$ cat config.mk
export PLATFORM = sky130hd
export DESIGN_NAME = float_to_decimal_text
export DESIGN_NICKNAME = d
export VERILOG_FILES = /design/src/hdl/ftdt_pkg.sv /design/src/hdl/float_to_decimal_text.sv
export SDC_FILE = /design/constraint.sdc
export NUM_CORES = 1
export LEC_CHECK = 0
export BUFFER_PORTS_ARGS = -buffer_cell sky130_fd_sc_hd__buf_4
export CAP_MARGIN = 10
export CORE_ASPECT_RATIO = 1.5
export CORE_MARGIN = 3
export CORE_UTILIZATION = 55
export DETAILED_ROUTE_END_ITERATION = 6
export PLACE_DENSITY = 0.8
export SYNTH_ARGS = -nofsm -noshare
export SYNTH_HDL_FRONTEND = slang
export SYNTH_SLANG_ARGS = --single-unit
$ cat constraint.sdc
create_clock -name aclk -period 3.3 [get_ports aclk]
set_clock_uncertainty 0.15 [all_clocks]
set_input_delay 0.165 -clock aclk [delete_from_list [all_inputs] [get_ports aclk]]
set_output_delay 0.165 -clock aclk [all_outputs]
set_load 0.03 [all_outputs]
$ cat src/hdl/ftdt_pkg.sv
package ftdt_pkg;

    localparam int MAX_PRECISION = 7;
    localparam int PREC_W        = $clog2(MAX_PRECISION + 1);
    localparam int INT_BITS      = 32;
    localparam int FRAC_BITS     = 32;
    localparam int MANT_BITS     = 24;
    localparam int INT_DIGITS    = 10;
    localparam int CNT_W         = $clog2(INT_DIGITS + 1);
    localparam int BITCNT_W      = $clog2(INT_BITS);

    localparam int EXP_BIAS      = 127;
    localparam int EXP_SPECIAL   = 255;
    localparam int EXP_POINT     = EXP_BIAS + MANT_BITS - 1 - FRAC_BITS;
    localparam int EXP_SAT       = EXP_POINT + FRAC_BITS + INT_BITS - MANT_BITS + 1;
    localparam int EXP_LOW       = EXP_POINT - (FRAC_BITS - 1);

    localparam int NAN_LEN       = 3;
    localparam int INF_LEN       = 4;

    localparam logic [7:0] CHAR_MINUS = 8'h2D;
    localparam logic [7:0] CHAR_PLUS  = 8'h2B;
    localparam logic [7:0] CHAR_DOT   = 8'h2E;
    localparam logic [7:0] CHAR_ZERO  = 8'h30;
    localparam logic [7:0] CHAR_N_UP  = 8'h4E;
    localparam logic [7:0] CHAR_A_LOW = 8'h61;
    localparam logic [7:0] CHAR_I_UP  = 8'h49;
    localparam logic [7:0] CHAR_N_LOW = 8'h6E;
    localparam logic [7:0] CHAR_F_LOW = 8'h66;

    typedef enum logic [3:0] {
        ST_IDLE,
        ST_CONV,
        ST_ROUND,
        ST_SKIP,
        ST_SIGN,
        ST_INT,
        ST_DOT,
        ST_FRAC,
        ST_SPECIAL
    } state_t;

    typedef logic [3:0] digit_t;

    function automatic logic [7:0] digit_char(input digit_t d);
        return CHAR_ZERO + {4'h0, d};
    endfunction

    function automatic logic [7:0] special_char(input logic is_nan, input logic neg,
                                                input logic [1:0] idx);
        logic [7:0] c;
        c = CHAR_ZERO;
        if (is_nan) begin
            case (idx)
                2'd0: c = CHAR_N_UP;
                2'd1: c = CHAR_A_LOW;
                2'd2: c = CHAR_N_UP;
                default: c = CHAR_N_UP;
            endcase
        end else begin
            case (idx)
                2'd0: c = neg ? CHAR_MINUS : CHAR_PLUS;
                2'd1: c = CHAR_I_UP;
                2'd2: c = CHAR_N_LOW;
                default: c = CHAR_F_LOW;
            endcase
        end
        return c;
    endfunction

endpackage

$ cat src/hdl/float_to_decimal_text.sv
// the input goes through a 32-step bit-serial binary to bcd conversion and rounding, then
// leading zeros of the integer part are skipped before the first character is offered
// one item is in flight at a time: a new input is taken only after its last character is emitted;
// nan and infinity skip the conversion; characters leave one per cycle unless the output stalls
// reset: synchronous active-low aresetn returns the sequencer to idle and empties the output
module float_to_decimal_text (
    input  logic        aclk,
    input  logic        aresetn,
    input  logic        s_tvalid,
    output logic        s_tready,
    input  logic [39:0] s_tdata,   // float_bits[31:0], precision[35:32], zero pad
    output logic        m_tvalid,
    input  logic        m_tready,
    output logic [7:0]  m_tdata,   // char_code[7:0]
    output logic        m_tlast
);

    localparam int PW = ftdt_pkg::PREC_W;
    localparam int MP = ftdt_pkg::MAX_PRECISION;
    localparam int ND = ftdt_pkg::INT_DIGITS;
    localparam int CW = ftdt_pkg::CNT_W;
    localparam int BW = ftdt_pkg::BITCNT_W;

    ftdt_pkg::state_t state_reg, state_next;

    logic                  neg_reg, neg_next;
    logic                  nan_reg, nan_next;
    logic [PW-1:0]         prec_reg, prec_next;
    logic [31:0]           ip_reg, ip_next;
    logic [31:0]           fq_reg, fq_next;
    logic [ND-1:0][3:0]    bcd_reg, bcd_next;
    logic [MP-1:0][3:0]    frac_reg, frac_next;
    logic [3:0]            fstep_reg, fstep_next;
    logic                  round_reg, round_next;
    logic [ftdt_pkg::BITCNT_W-1:0] bit_cnt_reg, bit_cnt_next;
    logic [CW-1:0]         cnt_reg, cnt_next;

    logic                  m_tvalid_reg, m_tvalid_next;
    logic [7:0]            m_char_reg, m_char_next;
    logic                  m_last_reg, m_last_next;

    // input decode
    logic [7:0]            in_exp;
    logic [23:0]           in_mant;
    logic [63:0]           in_wide;
    logic [63:0]           in_fixed;
    logic [7:0]            exp_up;
    logic [7:0]            exp_down;
    logic [PW-1:0]         in_prec;

    // datapath helpers
    logic [ND-1:0][3:0]    bcd_adj;
    logic [35:0]           fq_x10;
    logic [3:0]            fq_digit;
    logic [MP-1:0][3:0]    frac_rnd;
    logic [ND-1:0][3:0]    bcd_rnd;
    logic                  rnd_carry;

    logic                  out_free;
    logic                  emit;
    logic [7:0]            emit_char;
    logic                  emit_last;
    logic [PW-1:0]         frac_idx;

    assign in_exp   = s_tdata[30:23];
    assign in_mant  = {1'b1, s_tdata[22:0]};
    assign in_wide  = {40'h0, in_mant};
    assign exp_up   = in_exp - 8'(ftdt_pkg::EXP_POINT);
    assign exp_down = 8'(ftdt_pkg::EXP_POINT) - in_exp;
    assign in_prec  = (s_tdata[35:32] > 4'(MP)) ? PW'(MP) : s_tdata[32 +: PW];

    always_comb begin
        if (in_exp >= 8'(ftdt_pkg::EXP_SAT)) begin
            in_fixed = {32'hFFFF_FFFF, 32'h0};
        end else if (in_exp >= 8'(ftdt_pkg::EXP_POINT)) begin
            in_fixed = in_wide << exp_up[5:0];
        end else if (in_exp >= 8'(ftdt_pkg::EXP_LOW)) begin
            in_fixed = in_wide >> exp_down[4:0];
        end else begin
            in_fixed = 64'h0;
        end
    end

    // double dabble correction and decimal fraction step
    always_comb begin
        for (int i = 0; i < ND; i++) begin
            bcd_adj[i] = (bcd_reg[i] >= 4'd5) ? bcd_reg[i] + 4'd3 : bcd_reg[i];
        end
    end

    assign fq_x10   = {1'b0, fq_reg, 3'b000} + {3'b000, fq_reg, 1'b0};
    assign fq_digit = fq_x10[35:32];

    // round up into the fraction digits when the round flag is set, carry into the integer digits
    always_comb begin
        rnd_carry = round_reg;
        for (int i = 0; i < MP; i++) begin
            frac_rnd[i] = frac_reg[i];
            if (PW'(i) < prec_reg) begin
                if (rnd_carry) begin
                    frac_rnd[i] = (frac_reg[i] == 4'd9) ? 4'd0 : frac_reg[i] + 4'd1;
                end
                rnd_carry = rnd_carry && (frac_reg[i] == 4'd9);
            end
        end
        for (int j = 0; j < ND; j++) begin
            bcd_rnd[j] = bcd_reg[j];
            if (rnd_carry) begin
                bcd_rnd[j] = (bcd_reg[j] == 4'd9) ? 4'd0 : bcd_reg[j] + 4'd1;
            end
            rnd_carry = rnd_carry && (bcd_reg[j] == 4'd9);
        end
    end

    assign out_free = !m_tvalid_reg || m_tready;
    assign frac_idx = PW'(cnt_reg - CW'(1));

    always_comb begin
        state_next    = state_reg;
        neg_next      = neg_reg;
        nan_next      = nan_reg;
        prec_next     = prec_reg;
        ip_next       = ip_reg;
        fq_next       = fq_reg;
        bcd_next      = bcd_reg;
        frac_next     = frac_reg;
        fstep_next    = fstep_reg;
        round_next    = round_reg;
        bit_cnt_next  = bit_cnt_reg;
        cnt_next      = cnt_reg;
        s_tready      = 1'b0;
        emit          = 1'b0;
        emit_char     = ftdt_pkg::CHAR_ZERO;
        emit_last     = 1'b0;

        case (state_reg)
            ftdt_pkg::ST_IDLE: begin
                s_tready = 1'b1;
                if (s_tvalid) begin
                    neg_next     = s_tdata[31];
                    nan_next     = (s_tdata[22:0] != 23'h0);
                    prec_next    = in_prec;
                    ip_next      = in_fixed[63:32];
                    fq_next      = in_fixed[31:0];
                    bcd_next     = '0;
                    frac_next    = '0;
                    fstep_next   = 4'd0;
                    round_next   = 1'b0;
                    bit_cnt_next = '0;
                    cnt_next     = '0;
                    if (in_exp == 8'(ftdt_pkg::EXP_SPECIAL)) begin
                        state_next = ftdt_pkg::ST_SPECIAL;
                    end else begin
                        state_next = ftdt_pkg::ST_CONV;
                    end
                end
            end
            ftdt_pkg::ST_CONV: begin
                bcd_next     = {bcd_adj[ND-1][2:0], bcd_adj[ND-2:0], ip_reg[31]};
                ip_next      = {ip_reg[30:0], 1'b0};
                bit_cnt_next = bit_cnt_reg + BW'(1);
                if (fstep_reg <= {1'b0, prec_reg}) begin
                    fq_next    = fq_x10[31:0];
                    fstep_next = fstep_reg + 4'd1;
                    if (fstep_reg < {1'b0, prec_reg}) begin
                        frac_next = {frac_reg[MP-2:0], fq_digit};
                    end else begin
                        round_next = (fq_digit >= 4'd5) || ((fq_digit == 4'd4) && fq_x10[31]);
                    end
                end
                if (bit_cnt_reg == '1) begin
                    state_next = ftdt_pkg::ST_ROUND;
                end
            end
            ftdt_pkg::ST_ROUND: begin
                frac_next  = frac_rnd;
                bcd_next   = bcd_rnd;
                cnt_next   = CW'(ND);
                state_next = ftdt_pkg::ST_SKIP;
            end
            ftdt_pkg::ST_SKIP: begin
                if ((bcd_reg[ND-1] == 4'd0) && (cnt_reg > CW'(1))) begin
                    bcd_next = {bcd_reg[ND-2:0], 4'h0};
                    cnt_next = cnt_reg - CW'(1);
                end else if (neg_reg) begin
                    state_next = ftdt_pkg::ST_SIGN;
                end else begin
                    state_next = ftdt_pkg::ST_INT;
                end
            end
            ftdt_pkg::ST_SIGN: begin
                if (out_free) begin
                    emit       = 1'b1;
                    emit_char  = ftdt_pkg::CHAR_MINUS;
                    state_next = ftdt_pkg::ST_INT;
                end
            end
            ftdt_pkg::ST_INT: begin
                if (out_free) begin
                    emit      = 1'b1;
                    emit_char = ftdt_pkg::digit_char(bcd_reg[ND-1]);
                    emit_last = (cnt_reg == CW'(1)) && (prec_reg == '0);
                    bcd_next  = {bcd_reg[ND-2:0], 4'h0};
                    cnt_next  = cnt_reg - CW'(1);
                    if (cnt_reg == CW'(1)) begin
                        state_next = (prec_reg == '0) ? ftdt_pkg::ST_IDLE : ftdt_pkg::ST_DOT;
                    end
                end
            end
            ftdt_pkg::ST_DOT: begin
                if (out_free) begin
                    emit       = 1'b1;
                    emit_char  = ftdt_pkg::CHAR_DOT;
                    cnt_next   = CW'(prec_reg);
                    state_next = ftdt_pkg::ST_FRAC;
                end
            end
            ftdt_pkg::ST_FRAC: begin
                if (out_free) begin
                    emit      = 1'b1;
                    emit_char = ftdt_pkg::digit_char(frac_reg[frac_idx]);
                    emit_last = (cnt_reg == CW'(1));
                    cnt_next  = cnt_reg - CW'(1);
                    if (cnt_reg == CW'(1)) begin
                        state_next = ftdt_pkg::ST_IDLE;
                    end
                end
            end
            ftdt_pkg::ST_SPECIAL: begin
                if (out_free) begin
                    emit      = 1'b1;
                    emit_char = ftdt_pkg::special_char(nan_reg, neg_reg, cnt_reg[1:0]);
                    emit_last = nan_reg ? (cnt_reg == CW'(ftdt_pkg::NAN_LEN - 1))
                                        : (cnt_reg == CW'(ftdt_pkg::INF_LEN - 1));
                    cnt_next  = cnt_reg + CW'(1);
                    if (emit_last) begin
                        state_next = ftdt_pkg::ST_IDLE;
                    end
                end
            end
            default: begin
                state_next = ftdt_pkg::ST_IDLE;
            end
        endcase
    end

    // output register
    always_comb begin
        m_tvalid_next = m_tvalid_reg;
        m_char_next   = m_char_reg;
        m_last_next   = m_last_reg;
        if (emit) begin
            m_tvalid_next = 1'b1;
            m_char_next   = emit_char;
            m_last_next   = emit_last;
        end else if (m_tready) begin
            m_tvalid_next = 1'b0;
        end
    end

    always_ff @(posedge aclk) begin
        if (!aresetn) begin
            state_reg    <= ftdt_pkg::ST_IDLE;
            m_tvalid_reg <= 1'b0;
        end else begin
            state_reg    <= state_next;
            m_tvalid_reg <= m_tvalid_next;
        end
    end

    always_ff @(posedge aclk) begin
        neg_reg     <= neg_next;
        nan_reg     <= nan_next;
        prec_reg    <= prec_next;
        ip_reg      <= ip_next;
        fq_reg      <= fq_next;
        bcd_reg     <= bcd_next;
        frac_reg    <= frac_next;
        fstep_reg   <= fstep_next;
        round_reg   <= round_next;
        bit_cnt_reg <= bit_cnt_next;
        cnt_reg     <= cnt_next;
        m_char_reg  <= m_char_next;
        m_last_reg  <= m_last_next;
    end

    assign m_tvalid = m_tvalid_reg;
    assign m_tdata  = m_char_reg;
    assign m_tlast  = m_last_reg;

endmodule

# --- Word-level counts from Yosys, hierarchy flattened ---
# Index checks and enable logic that the tools add are counted.
classes:
  n_addsub: 36
  order_cmp: 26
  eq_ne: 73
  n_shift: 2
  n_mux: 125
  reduce_logical: 57
ops:
  columns: ["operator", "count"]
  rows:
  - ["4-bit two-way mux", 69]
  - ["40-bit case mux with 5 select lines", 1]
  - ["64-bit two-way mux", 3]
  - ["32-bit case mux with 2 select lines", 2]
  - ["40-bit two-way mux", 3]
  - ["32-bit two-way mux", 3]
  - ["28-bit two-way mux", 3]
  - ["28-bit case mux with 3 select lines", 1]
  - ["4-bit by 1-bit adder with 4-bit output (second input constant)", 19]
  - ["4-bit equality test (second input constant)", 18]
  - ["2-bit != test (second input constant)", 32]
  - ["24-bit by 6-bit left shift with 64-bit output", 1]
  - ["24-bit by 5-bit right shift with 64-bit output", 1]
  - ["5-bit AND reduction", 10]
  - ["6-bit AND reduction", 8]
  - ["4-bit by 3-bit >= comparator with 1-bit output (second input constant)", 11]
  - ["8-bit case mux with 5 select lines", 1]
  - ["35-bit by 33-bit adder with 36-bit output", 1]
  - ["4-bit by 2-bit adder with 4-bit output (second input constant)", 9]
  - ["4-bit case mux with 9 select lines", 1]
  - ["4-bit case mux with 6 select lines", 1]
  - ["23-bit nonzero test", 1]
  - ["7-bit case mux with 3 select lines", 1]
  - ["4-bit by 3-bit equality test with 1-bit output (second input constant)", 5]
  - ["other kinds (50)", 114]
totals:
  reg_bits: 165
  inputBits: 44
  out_inout_bits: 11
  word_cells: 349

# --- Logic depth before layout (Yosys ltp) ---
# Gate-level depths: netlist (run 1).
depth:
  word_depth: 26
  mapped_depth: 15
  depth_no_buf: 12

# --- Worst setup path before layout (run 1) ---
# No wires, ideal clock.
synth_timing:
  path_type: "input -> register"
  start: "input port s_tdata[23]"
  end: "register fq_reg[2] (data pin)"
  setup_ns: 0.267
  t_arrival_ns: 2.927
  t_required_ns: 2.883
  slack_ns: -0.044
  cell_stages: 14
  n_path_buf: 5
  cell_sequence: "buf_2 > buf_2 > clkinv_1 > buf_2 > ha_1 > buf_2 > buf_1 > mux4_2 > mux2i_1 > nand2_1 > a32oi_1 > o22ai_1 > nand2_1 > o21ai_0"
synth_between:
  elab_chain_cells: 7
  elab_cells_between_ends: 12
  classes_between: "2 x add/sub; 3 x order compare; 2 x shift; 5 x mux"
synth_lines:
  columns: ["item", "line_no", "text"]
  rows:
  - ["start: declaration", "float_to_decimal_text.sv:11", "input logic [39:0] s_tdata,"]
  - ["5-bit subtractor", "float_to_decimal_text.sv:69", "assign exp_down = 8'(ftdt_pkg::EXP_POINT) - in_exp;"]
  - ["24-bit by 5-bit right shift with 64-bit output", "float_to_decimal_text.sv:78", "in_fixed = in_wide >> exp_down[4:0];"]
  - ["64-bit two-way mux", "float_to_decimal_text.sv:77", "end else if (in_exp >= 8'(ftdt_pkg::EXP_LOW)) begin"]
  - ["64-bit two-way mux", "float_to_decimal_text.sv:75", "end else if (in_exp >= 8'(ftdt_pkg::EXP_POINT)) begin"]
  - ["64-bit two-way mux *", "float_to_decimal_text.sv:73", "if (in_exp >= 8'(ftdt_pkg::EXP_SAT)) begin"]
  - ["32-bit two-way mux *", "float_to_decimal_text.sv:139", "if (s_tvalid) begin"]
  - ["32-bit case mux with 2 select lines *", "float_to_decimal_text.sv:136", "case (state_reg)"]
  - ["net fq_next[2]", "float_to_decimal_text.sv:30", "logic [31:0] fq_reg, fq_next;"]
  - ["end signal: assignment", "float_to_decimal_text.sv:276", "fq_reg <= fq_next;"]
  - ["end: declaration", "float_to_decimal_text.sv:30", null]
# The timed path passes the listed nets; every way through them passes the cells marked *. The select of a mux whose other input is x is not followed.
# A chain may end at the register's enable or synchronous reset.

# --- Final worst setup path (run 1) ---
layout_timing:
  start: "register prec_reg[0]"
  end: "register bcd_reg[38] (netlist bit) (enable)"
layout_between:
  elab_chain_cells: 25
  elab_cells_between_ends: 31
  classes_between: "7 x order compare; 1 x eq/ne; 7 x mux; 16 x reduce/logical"
layout_lines:
  columns: ["item", "line_no", "text"]
  rows:
  - ["start: declaration", "float_to_decimal_text.sv:28", "logic [PW-1:0] prec_reg, prec_next;"]
  - ["start signal: assignment", "float_to_decimal_text.sv:274", "prec_reg <= prec_next;"]
  - ["1-bit by 3-bit less-than comparator with 1-bit output", "float_to_decimal_text.sv:99", "if (PW'(i) < prec_reg) begin"]
  - ["1-bit two-way mux", "float_to_decimal_text.sv:99", null]
  - ["1-bit logical AND", "float_to_decimal_text.sv:103", "rnd_carry = rnd_carry && (frac_reg[i] == 4'd9);"]
  - ["1-bit two-way mux", "float_to_decimal_text.sv:99", null]
  - ["1-bit logical AND", "float_to_decimal_text.sv:103", null]
  - ["1-bit two-way mux", "float_to_decimal_text.sv:99", null]
  - ["1-bit logical AND", "float_to_decimal_text.sv:103", null]
  - ["1-bit two-way mux", "float_to_decimal_text.sv:99", null]
  - ["1-bit logical AND", "float_to_decimal_text.sv:103", null]
  - ["1-bit two-way mux", "float_to_decimal_text.sv:99", null]
  - ["1-bit logical AND", "float_to_decimal_text.sv:103", null]
  - ["1-bit two-way mux", "float_to_decimal_text.sv:99", null]
  - ["1-bit logical AND", "float_to_decimal_text.sv:103", null]
  - ["1-bit two-way mux *", "float_to_decimal_text.sv:99", null]
  - ["1-bit logical AND * (9 in series)", "float_to_decimal_text.sv:111", "rnd_carry = rnd_carry && (bcd_reg[j] == 4'd9);"]
  - ["2-bit != test (no line) *", null, null]
  - ["5-bit AND reduction (no line) *", null, null]
  - ["end signal: assignment", "float_to_decimal_text.sv:277", "bcd_reg <= bcd_next;"]
  - ["end: declaration", "float_to_decimal_text.sv:31", "logic [ND-1:0][3:0] bcd_reg, bcd_next;"]
# Mark *: on every way between the ends. The rest lies on a longest branch, timed or not.

==> impl_results.html, run 1 <==
<table>
<tr><th>Metric</th><th>Value</th></tr>
<tr><th colspan="2">Detailed routing</th></tr>
<tr><td>DRT Wirelength</td><td>41370 um</td></tr>
<tr><td>Vias per std cell</td><td>6.535</td></tr>
<tr><td>DRC violation total after the first TritonRoute iteration</td><td>approximately 1200</td></tr>
<tr><td>Number of DRC violations after detailed routing</td><td>0</td></tr>
<tr><td>Average wire per standard cell</td><td>between 20 and 25 um</td></tr>
<tr><td>Number of nets with antenna violations after detailed routing</td><td>0</td></tr>
<tr><td>Number of detailed-route iterations in the first pass</td><td>6</td></tr>
<tr><td>Vias post-DR</td><td>approximately 13000</td></tr>
<tr><th colspan="2">Power and ir drop</th></tr>
<tr><td>IR drop worst, VDD</td><td>approximately 600 uV</td></tr>
<tr><td>Cell area power density</td><td>around 1000 nW/um^2</td></tr>
<tr><td>Post-layout power</td><td>about 0.017 W</td></tr>
<tr><td>LEAKAGE</td><td>6.246 nW</td></tr>
<tr><th colspan="2">Min path</th></tr>
<tr><td>Type of the most critical hold path</td><td>input pin to flip-flop</td></tr>
<tr><th colspan="2">Cells and area</th></tr>
<tr><td>Max FFs per register</td><td>40</td></tr>
<tr><td>Fraction of final layout cells sized beyond drive strength 1</td><td>between 10% and 20%</td></tr>
<tr><td>Antenna diode instance count</td><td>0</td></tr>
<tr><td>Number of fill cells</td><td>2115</td></tr>
<tr><td>Final core area utilization</td><td>~64%</td></tr>
<tr><td>Final Cell Area</td><td>about 16000 um^2</td></tr>
<tr><td>Area growth from synthesis to layout</td><td>12.96%</td></tr>
<tr><td>Commonest cells after routing, fill and taps aside</td><td>nand2_1, edfxtp_1, nor2_1, o21ai_0, buf_4</td></tr>
<tr><td>Most common library cell in the layout ignoring fill and taps</td><td>nand2_1</td></tr>
<tr><td>Total number of nets in the final design</td><td>~1800</td></tr>
<tr><th colspan="2">Global routing</th></tr>
<tr><td>Number of antenna violations at the first check in global routing</td><td>1</td></tr>
<tr><td>Overflow left after global routing</td><td>0</td></tr>
<tr><td>Number of global-route vias before repair</td><td>about 13000</td></tr>
<tr><td>Overall Global Routing Usage</td><td>~28%</td></tr>
<tr><td>Global-route wire length before repair</td><td>65470 um</td></tr>
<tr><td>Pin count of the biggest net entering global routing</td><td>55</td></tr>
<tr><th colspan="2">Setup path</th></tr>
<tr><td>Kind of end point of the critical path</td><td>flip-flop</td></tr>
<tr><td>Buffer and inverter count on the worst path</td><td>2</td></tr>
<tr><td>Max Fanout on Critical Path</td><td>4</td></tr>
<tr><td>Top cell by count, worst path</td><td>buf_4</td></tr>
<tr><td>Launching element type of the critical path</td><td>flip-flop</td></tr>
<tr><td>Arrival time of data at the critical path endpoint</td><td>roughly 3400 ps</td></tr>
<tr><td>Worst path required time</td><td>~3300 ps</td></tr>
<tr><td>CP Cell Sequence</td><td>nor3_2, o21ai_2, o21bai_4, a221o_1, a21oi_2, buf_4, and3_4, a31oi_4, or3_4, nor4_4, buf_4</td></tr>
<tr><td>Delay of the slowest cell on the worst path</td><td>roughly 520 ps</td></tr>
<tr><td>Startpoint-to-endpoint class of the critical path</td><td>flip-flop to flip-flop</td></tr>
<tr><td>Slowest-stage cell, CP</td><td>edfxtp_1</td></tr>
<tr><td>Top cell family by delay on the critical path</td><td>simple AND/OR/NAND/NOR gates</td></tr>
<tr><th colspan="2">Floorplan</th></tr>
<tr><td>Placement row count</td><td>~70</td></tr>
<tr><td>IO Pins</td><td>55</td></tr>
<tr><td>DIE AREA</td><td>roughly 28000 um^2</td></tr>
<tr><td>Core outline area</td><td>25410 um^2</td></tr>
<tr><td>Initial cell density of the core</td><td>between 50 and 60%</td></tr>
<tr><td>Height of the die</td><td>204.2 um</td></tr>
<tr><td>Die width</td><td>between 100 and 150 um</td></tr>
<tr><th colspan="2">Synthesis</th></tr>
<tr><td>Number of nets produced by synthesis</td><td>between 1500 and 2000</td></tr>
<tr><td>Synthesized netlist cell count</td><td>1629</td></tr>
<tr><td>Number of flops mapped to enable cells by yosys</td><td>about 160</td></tr>
<tr><td>Async S/R FF share, synth</td><td>0%</td></tr>
<tr><td>Count of state elements after synthesis</td><td>roughly 160</td></tr>
<tr><td>Yosys Warn Count</td><td>0</td></tr>
<tr><td>Cell taking the most area after synthesis</td><td>edfxtp_1</td></tr>
<tr><td>Distinct cells, synth</td><td>84</td></tr>
<tr><td>Average cell area after synthesis</td><td>~8.8 um^2</td></tr>
<tr><td>Cell types with the largest area share after synthesis</td><td>edfxtp_1, ha_1, nand2_1</td></tr>
<tr><td>Area of the mapped netlist</td><td>about 14000 um^2</td></tr>
<tr><td>Share of synthesized area occupied by flip-flops and latches</td><td>33.83%</td></tr>
<tr><td>Share of Yosys cell area claimed by the top area cell type</td><td>about a third</td></tr>
<tr><td>Most common flop cell mapped by yosys</td><td>edfxtp_1</td></tr>
<tr><th colspan="2">Timing</th></tr>
<tr><td>Total negative slack for setup checks</td><td>-290.3 ps</td></tr>
<tr><td>Worst relative slew slack</td><td>between 20% and 30%</td></tr>
<tr><td>Max Freq</td><td>just under 0.3 GHz</td></tr>
<tr><td>Minimum period implied by the final worst setup slack</td><td>approximately 3400 ps</td></tr>
<tr><td>Final Hold Fails</td><td>0</td></tr>
<tr><td>Final critical-path share of the clock period</td><td>102.2%</td></tr>
<tr><td>Final setup violating endpoints</td><td>4</td></tr>
<tr><td>Final max-slew violation count</td><td>0</td></tr>
<tr><td>Setup ws final</td><td>-73.99 ps</td></tr>
<tr><td>Tightest hold margin</td><td>between 80 and 90 ps</td></tr>
<tr><td>Transition time of the tightest slew-check pin</td><td>approximately 1100 ps</td></tr>
<tr><td>Setup repair after global routing missed its margin</td><td>true</td></tr>
<tr><th colspan="2">Clock network</th></tr>
<tr><td>H-tree depth</td><td>4</td></tr>
<tr><td>Clock root buffer</td><td>clkbuf_16</td></tr>
<tr><td>Clock insertion delay at the later pin of the skew report</td><td>~440 ps</td></tr>
<tr><td>Clock transition time at the flip-flop clock pins of the worst setup and hold paths</td><td>70 ps</td></tr>
<tr><td>Bufs on Longest Clock Path</td><td>2</td></tr>
<tr><td>CTS Buf Count</td><td>17</td></tr>
<tr><td>TritonCTS sink count</td><td>about 160</td></tr>
<tr><td>CTS tree</td><td>built</td></tr>
<tr><th colspan="2">Placement</th></tr>
<tr><td>Count of port buffers added during placement</td><td>49</td></tr>
<tr><td>Weighted congestion reported at the end of routability-driven placement</td><td>1.068</td></tr>
<tr><td>Placed instance area</td><td>15310 um^2</td></tr>
<tr><td>HPWL reported at the end of detailed placement</td><td>between 30000 and 40000 um</td></tr>
<tr><th colspan="2">Run status</th></tr>
<tr><td>Outcome</td><td>complete, but fails checks</td></tr>
<tr><td>Violations in the final reports</td><td>negative setup slack</td></tr>
<tr><th colspan="2">Job</th></tr>
<tr><td>Count of maximum capacitance violations</td><td>0</td></tr>
</table>
worst paths after layout:
check	end	from	slack [ps]	cells after the start
setup / recovery	bcd_reg[38]$_DFFE_PP_	prec_reg[0]$_SDFFCE_PN1P_	-70	11
hold reg to reg	ip_reg[24]$_DFFE_PP_	ip_reg[23]$_DFFE_PP_	380	2
hold / removal	m_tdata[3]$_DFFE_PP_	m_tready	80	3
setup reg to reg	bcd_reg[38]$_DFFE_PP_	prec_reg[0]$_SDFFCE_PN1P_	-70	11
power by group:
part | internal [W] | switching (W) | total (W) | leakage, nW
clock | 0.00128 | 0.000900 | 0.00218 | 0.300
combinational | 0.00381 | 0.00559 | 0.00940 | 4.32
sequential | 0.00392 | 0.00105 | 0.00497 | 1.63
cell usage after synthesis (12+ instances only):
master / count
a21o_1: 14
a21oi_1: 133
a22oi_1: 26
a31oi_1: 21
buf_2: 15
clkbuf_1: 68
edfxtp_1: 159
ha_1: 89
inv_1: 60
mux2_2: 12
mux2i_1: 46
mux4_2: 30
nand2_1: 199
nand2b_1: 29
nand3_1: 30
nor2_1: 139
nor2b_1: 15
nor3_1: 23
nor3b_1: 14
o211ai_1: 15
o21ai_0: 139
o22ai_1: 54
xnor2_1: 54
xor2_1: 37
cell type report:
type	count	area (um^2)	area share, %
Timing Repair Buffer	140	1071	6.580
Tap cell	328	410.4	2.521
Clock buffer	19	432.9	2.660
Clock inverter	13	196.4	1.207
Multi-Input combinational cell	1307	9062	55.68
Inverter	61	229.0	1.407
Sequential cell	164	4875	29.95
metal layers:
metal	global-route usage [%]	up-vias	routed length [um]
met5	0	-	0
met4	18.04	0	2731
met3	3.628	176	2022
met2	52.53	583	21670
met1	30.13	6301	14950
li1	-	6219	-
repair_timing:
| action | in CTS | in global routing |
|---|---|---|
| hold buffers | 8 | 0 |
| setup buffers | 1 | 16 |
| gates resized for setup | 1 | 23 |
| endpoints found under the hold margin | 9 | 0 |
| setup endpoints to repair | 5 | 20 |
| pin swaps | 2 | 11 |
tightest hold or removal path: cells and delay by family:
kind / cells / cell delay, ps
buffers and inverters: 1 / 80
AND/OR/NAND/NOR: 2 / 310
cells by family after synthesis:
logic type	count (synthesis)	synth area share [%]
simple gates	518	16.73
mux	88	8.823
compound gates	519	22.76
other cells	1	0.02603
fa+ha+maj	90	7.867
xor+xnor	91	5.531
buf+inv	158	4.428
flops	164	33.83
per-stage QoR:
step | setup WS (ps) | std cells
2_1_floorplan | 68.31 | 1629
3_3_place_gp | 43.21 | 1975
3_5_place_dp | -1.285 | 1975
4_1_cts | 14.53 | 2016
5_1_grt | -121.5 | 2032
6_report | -73.99 | 2032
(Power assumes the default switching activity.)
==> run 2: changes to the inputs <==
--- a/config.mk
+++ b/config.mk
@@ -12,6 +12,7 @@
 export CORE_UTILIZATION = 55
 export DETAILED_ROUTE_END_ITERATION = 6
 export PLACE_DENSITY = 0.8
+export SKIP_CTS_REPAIR_TIMING = 1
 export SYNTH_ARGS = -nofsm -noshare
 export SYNTH_HDL_FRONTEND = slang
 export SYNTH_SLANG_ARGS = --single-unit
==> run 2 against run 1 <==
  * The run ends with design-rule violations left
  * First-iteration DRC count is 5.6% lower
  * Clock-buffer cell count did not move
  * Largest cell class unchanged
  * Critical endpoint is now round_reg$_SDFFCE_PN0P_
  * Combinational power down 0.9%
  * Highest routed layer unchanged
  * Sequential share of layout area increased by 0.13 points
==> impl_results.html, run 2 (synthesis results as in run 1) <==
<table>
<tr><th>Metric</th><th>Value</th></tr>
<tr><th colspan="2">Run status</th></tr>
<tr><td>Outcome</td><td>complete, but fails checks</td></tr>
<tr><td>Violations in the final reports</td><td>design-rule violations</td></tr>
<tr><th colspan="2">Placement</th></tr>
<tr><td>Placed instance area</td><td>~15000 um^2</td></tr>
<tr><td>Count of port buffers added during placement</td><td>between 40 and 50</td></tr>
<tr><td>HPWL reported at the end of detailed placement</td><td>slightly above 30000 um</td></tr>
<tr><td>Post-placement setup slack</td><td>-1.285 ps</td></tr>
<tr><td>Weighted congestion reported at the end of routability-driven placement</td><td>1.068</td></tr>
<tr><td>Number of placed instances with taps included</td><td>~2000</td></tr>
<tr><th colspan="2">Clock network</th></tr>
<tr><td>Bufs on Longest Clock Path</td><td>2</td></tr>
<tr><td>TritonCTS sink count</td><td>between 150 and 200</td></tr>
<tr><td>Clock insertion delay at the later pin of the skew report</td><td>roughly 440 ps</td></tr>
<tr><td>Clock transition time at the flip-flop clock pins of the worst setup and hold paths</td><td>70 ps</td></tr>
<tr><td>CTS tree</td><td>built</td></tr>
<tr><td>Clock root buffer</td><td>clkbuf_16</td></tr>
<tr><td>H-tree depth</td><td>4</td></tr>
<tr><td>CTS Buf Count</td><td>17</td></tr>
<tr><th colspan="2">Global routing</th></tr>
<tr><td>Global-route wire length before repair</td><td>around 65000 um</td></tr>
<tr><td>Overflow left after global routing</td><td>0</td></tr>
<tr><td>Number of antenna violations at the first check in global routing</td><td>1</td></tr>
<tr><td>Pin count of the biggest net entering global routing</td><td>55</td></tr>
<tr><td>Overall Global Routing Usage</td><td>around 28%</td></tr>
<tr><td>Number of global-route vias before repair</td><td>between 10000 and 15000</td></tr>
<tr><th colspan="2">Cells and area</th></tr>
<tr><td>Commonest cells after routing, fill and taps aside</td><td>nand2_1, edfxtp_1, nor2_1, o21ai_0, a21oi_1</td></tr>
<tr><td>Max FFs per register</td><td>40</td></tr>
<tr><td>Fraction of final layout cells sized beyond drive strength 1</td><td>14.01%</td></tr>
<tr><td>Total number of nets in the final design</td><td>about 1800</td></tr>
<tr><td>Final Cell Area</td><td>about 16000 um^2</td></tr>
<tr><td>Antenna diode instance count</td><td>0</td></tr>
<tr><td>Fin cells</td><td>between 2000 and 2500</td></tr>
<tr><td>Most common library cell in the layout ignoring fill and taps</td><td>nand2_1</td></tr>
<tr><td>Area growth from synthesis to layout</td><td>12.46%</td></tr>
<tr><th colspan="2">Setup path</th></tr>
<tr><td>Max Fanout on Critical Path</td><td>4</td></tr>
<tr><td>Register-to-register setup slack</td><td>between 90 and 100 ps</td></tr>
<tr><td>Arrival time of data at the critical path endpoint</td><td>about 3200 ps</td></tr>
<tr><td>Launching element type of the critical path</td><td>flip-flop</td></tr>
<tr><td>Launch point of the worst path</td><td>fq_reg[11]$_DFFE_PP_</td></tr>
<tr><td>Cell count of the worst reg-to-reg path</td><td>10</td></tr>
<tr><td>Reg2reg start</td><td>fq_reg[11]$_DFFE_PP_</td></tr>
<tr><td>Kind of end point of the critical path</td><td>flip-flop</td></tr>
<tr><td>Worst path required time</td><td>3340 ps</td></tr>
<tr><td>Reg-to-Reg End</td><td>round_reg$_SDFFCE_PN0P_</td></tr>
<tr><td>Capturing element of the worst setup path</td><td>round_reg$_SDFFCE_PN0P_</td></tr>
<tr><td>Startpoint-to-endpoint class of the critical path</td><td>flip-flop to flip-flop</td></tr>
<tr><th colspan="2">Floorplan</th></tr>
<tr><td>DIE AREA</td><td>28220 um^2</td></tr>
<tr><td>Initial cell density of the core</td><td>56.71%</td></tr>
<tr><td>Height of the die</td><td>204.2 um</td></tr>
<tr><td>Core outline area</td><td>around 25000 um^2</td></tr>
<tr><td>Die width</td><td>138.2 um</td></tr>
<tr><td>IO Pins</td><td>55</td></tr>
<tr><td>Placement row count</td><td>71</td></tr>
<tr><th colspan="2">Timing</th></tr>
<tr><td>Total negative slack for setup checks</td><td>0 ps</td></tr>
<tr><td>Final setup violating endpoints</td><td>0</td></tr>
<tr><td>Worst relative slew slack</td><td>27.08%</td></tr>
<tr><td>Setup ws final</td><td>91.81 ps</td></tr>
<tr><td>Final max-slew violation count</td><td>0</td></tr>
<tr><td>Final Hold Fails</td><td>0</td></tr>
<tr><td>Final critical-path share of the clock period</td><td>a little over nine tenths</td></tr>
<tr><td>Max Freq</td><td>about 0.31 GHz</td></tr>
<tr><td>Tightest hold margin</td><td>approximately 78 ps</td></tr>
<tr><td>Transition time of the tightest slew-check pin</td><td>roughly 1100 ps</td></tr>
<tr><td>Minimum period implied by the final worst setup slack</td><td>~3200 ps</td></tr>
<tr><th colspan="2">Detailed routing</th></tr>
<tr><td>Vias post-DR</td><td>between 10000 and 15000</td></tr>
<tr><td>Number of DRC violations after detailed routing</td><td>3</td></tr>
<tr><td>DRT Wirelength</td><td>41130 um</td></tr>
<tr><td>Vias per std cell</td><td>6.523</td></tr>
<tr><td>Average wire per standard cell</td><td>a little over 20 um</td></tr>
<tr><td>DRC violation total after the first TritonRoute iteration</td><td>roughly 1100</td></tr>
<tr><td>Number of detailed-route iterations in the first pass</td><td>7</td></tr>
<tr><td>Number of nets with antenna violations after detailed routing</td><td>0</td></tr>
<tr><th colspan="2">Power and ir drop</th></tr>
<tr><td>Switching part of the total</td><td>approximately 46%</td></tr>
<tr><td>Net switching component of the power</td><td>approximately 0.0075 W</td></tr>
<tr><td>IR drop worst, VDD</td><td>~600 uV</td></tr>
<tr><td>Sequential share of power</td><td>30.2%</td></tr>
<tr><td>Total internal power</td><td>~0.009 W</td></tr>
<tr><td>LEAKAGE</td><td>about 6.2 nW</td></tr>
<tr><td>Cell area power density</td><td>around 1000 nW/um^2</td></tr>
<tr><td>Gate power share</td><td>between 50% and 60%</td></tr>
<tr><td>Clk network pwr share</td><td>roughly an eighth</td></tr>
<tr><th colspan="2">Min path</th></tr>
<tr><td>Type of the most critical hold path</td><td>input pin to flip-flop</td></tr>
<tr><th colspan="2">Job</th></tr>
<tr><td>Count of maximum capacitance violations</td><td>0</td></tr>
</table>
run 2: cell type report:
type / count / area (um^2)
Multi-Input combinational cell: 1307 / 9027
Fill cell: 2125 / 9203
Sequential cell: 164 / 4875
Clock inverter: 13 / 196.4
Tap cell: 328 / 410.4
Timing Repair Buffer: 135 / 1033
Clock buffer: 19 / 432.9
Inverter: 61 / 229.0
run 2: power groups by stage:
| stage | Combinational (W) | Clock (W) | Sequential [W] |
|---|---|---|---|
| after floorplan | 0.00671 | 0 | 0.00458 |
| after global placement | 0.00854 | 0 | 0.00493 |
| after detailed placement | 0.00879 | 0 | 0.00498 |
| after CTS | 0.00891 | 0.00219 | 0.00495 |
| after global routing | 0.0103 | 0.00227 | 0.00510 |
| final | 0.00932 | 0.00218 | 0.00497 |
run 2: stage by stage:
stage                     util, %  total power (W)
after global placement      60.27          0.01347
final                       63.78          0.01647
after detailed placement    60.27          0.01377
after floorplan                 -          0.01129
after global routing        63.78          0.01765
after CTS                   62.75          0.01606
run 2: layer usage:
metal / wire length [um] / GRT usage, % / up-vias
li1: - / - / 6207
met1: 14880 / 29.97 / 6288
met2: 21650 / 52.57 / 559
met3: 1959 / 3.675 / 169
met4: 2637 / 17.87 / 0
met5: 0 / 0 / -
run 2: critical path, stage by stage (launching register included):
cell and delay, ps:
edfxtp_1 430, ha_1 380, nand2_1 80, or3_1 390, a31o_1 290, or3_4 370, a221oi_4 240, o41ai_1 120
xnor2_1 220, and3_1 200, o32ai_2 70
run 2: worst min-delay path by stage:
| stage | from | endpoint | slack, ps | depth (start not counted) |
|---|---|---|---|---|
| global placement | s_tdata[31] | neg_reg$_DFFE_PP_ | 210 | 1 |
| floorplan | s_tdata[31] | neg_reg$_DFFE_PP_ | 110 | 0 |
| finish | m_tready | m_tdata[3]$_DFFE_PP_ | 80 | 3 |
| detailed placement | s_tdata[31] | neg_reg$_DFFE_PP_ | 210 | 1 |
| CTS | s_tdata[31] | neg_reg$_DFFE_PP_ | -250 | 1 |
| global route | m_tready | m_tdata[3]$_DFFE_PP_ | 100 | 3 |
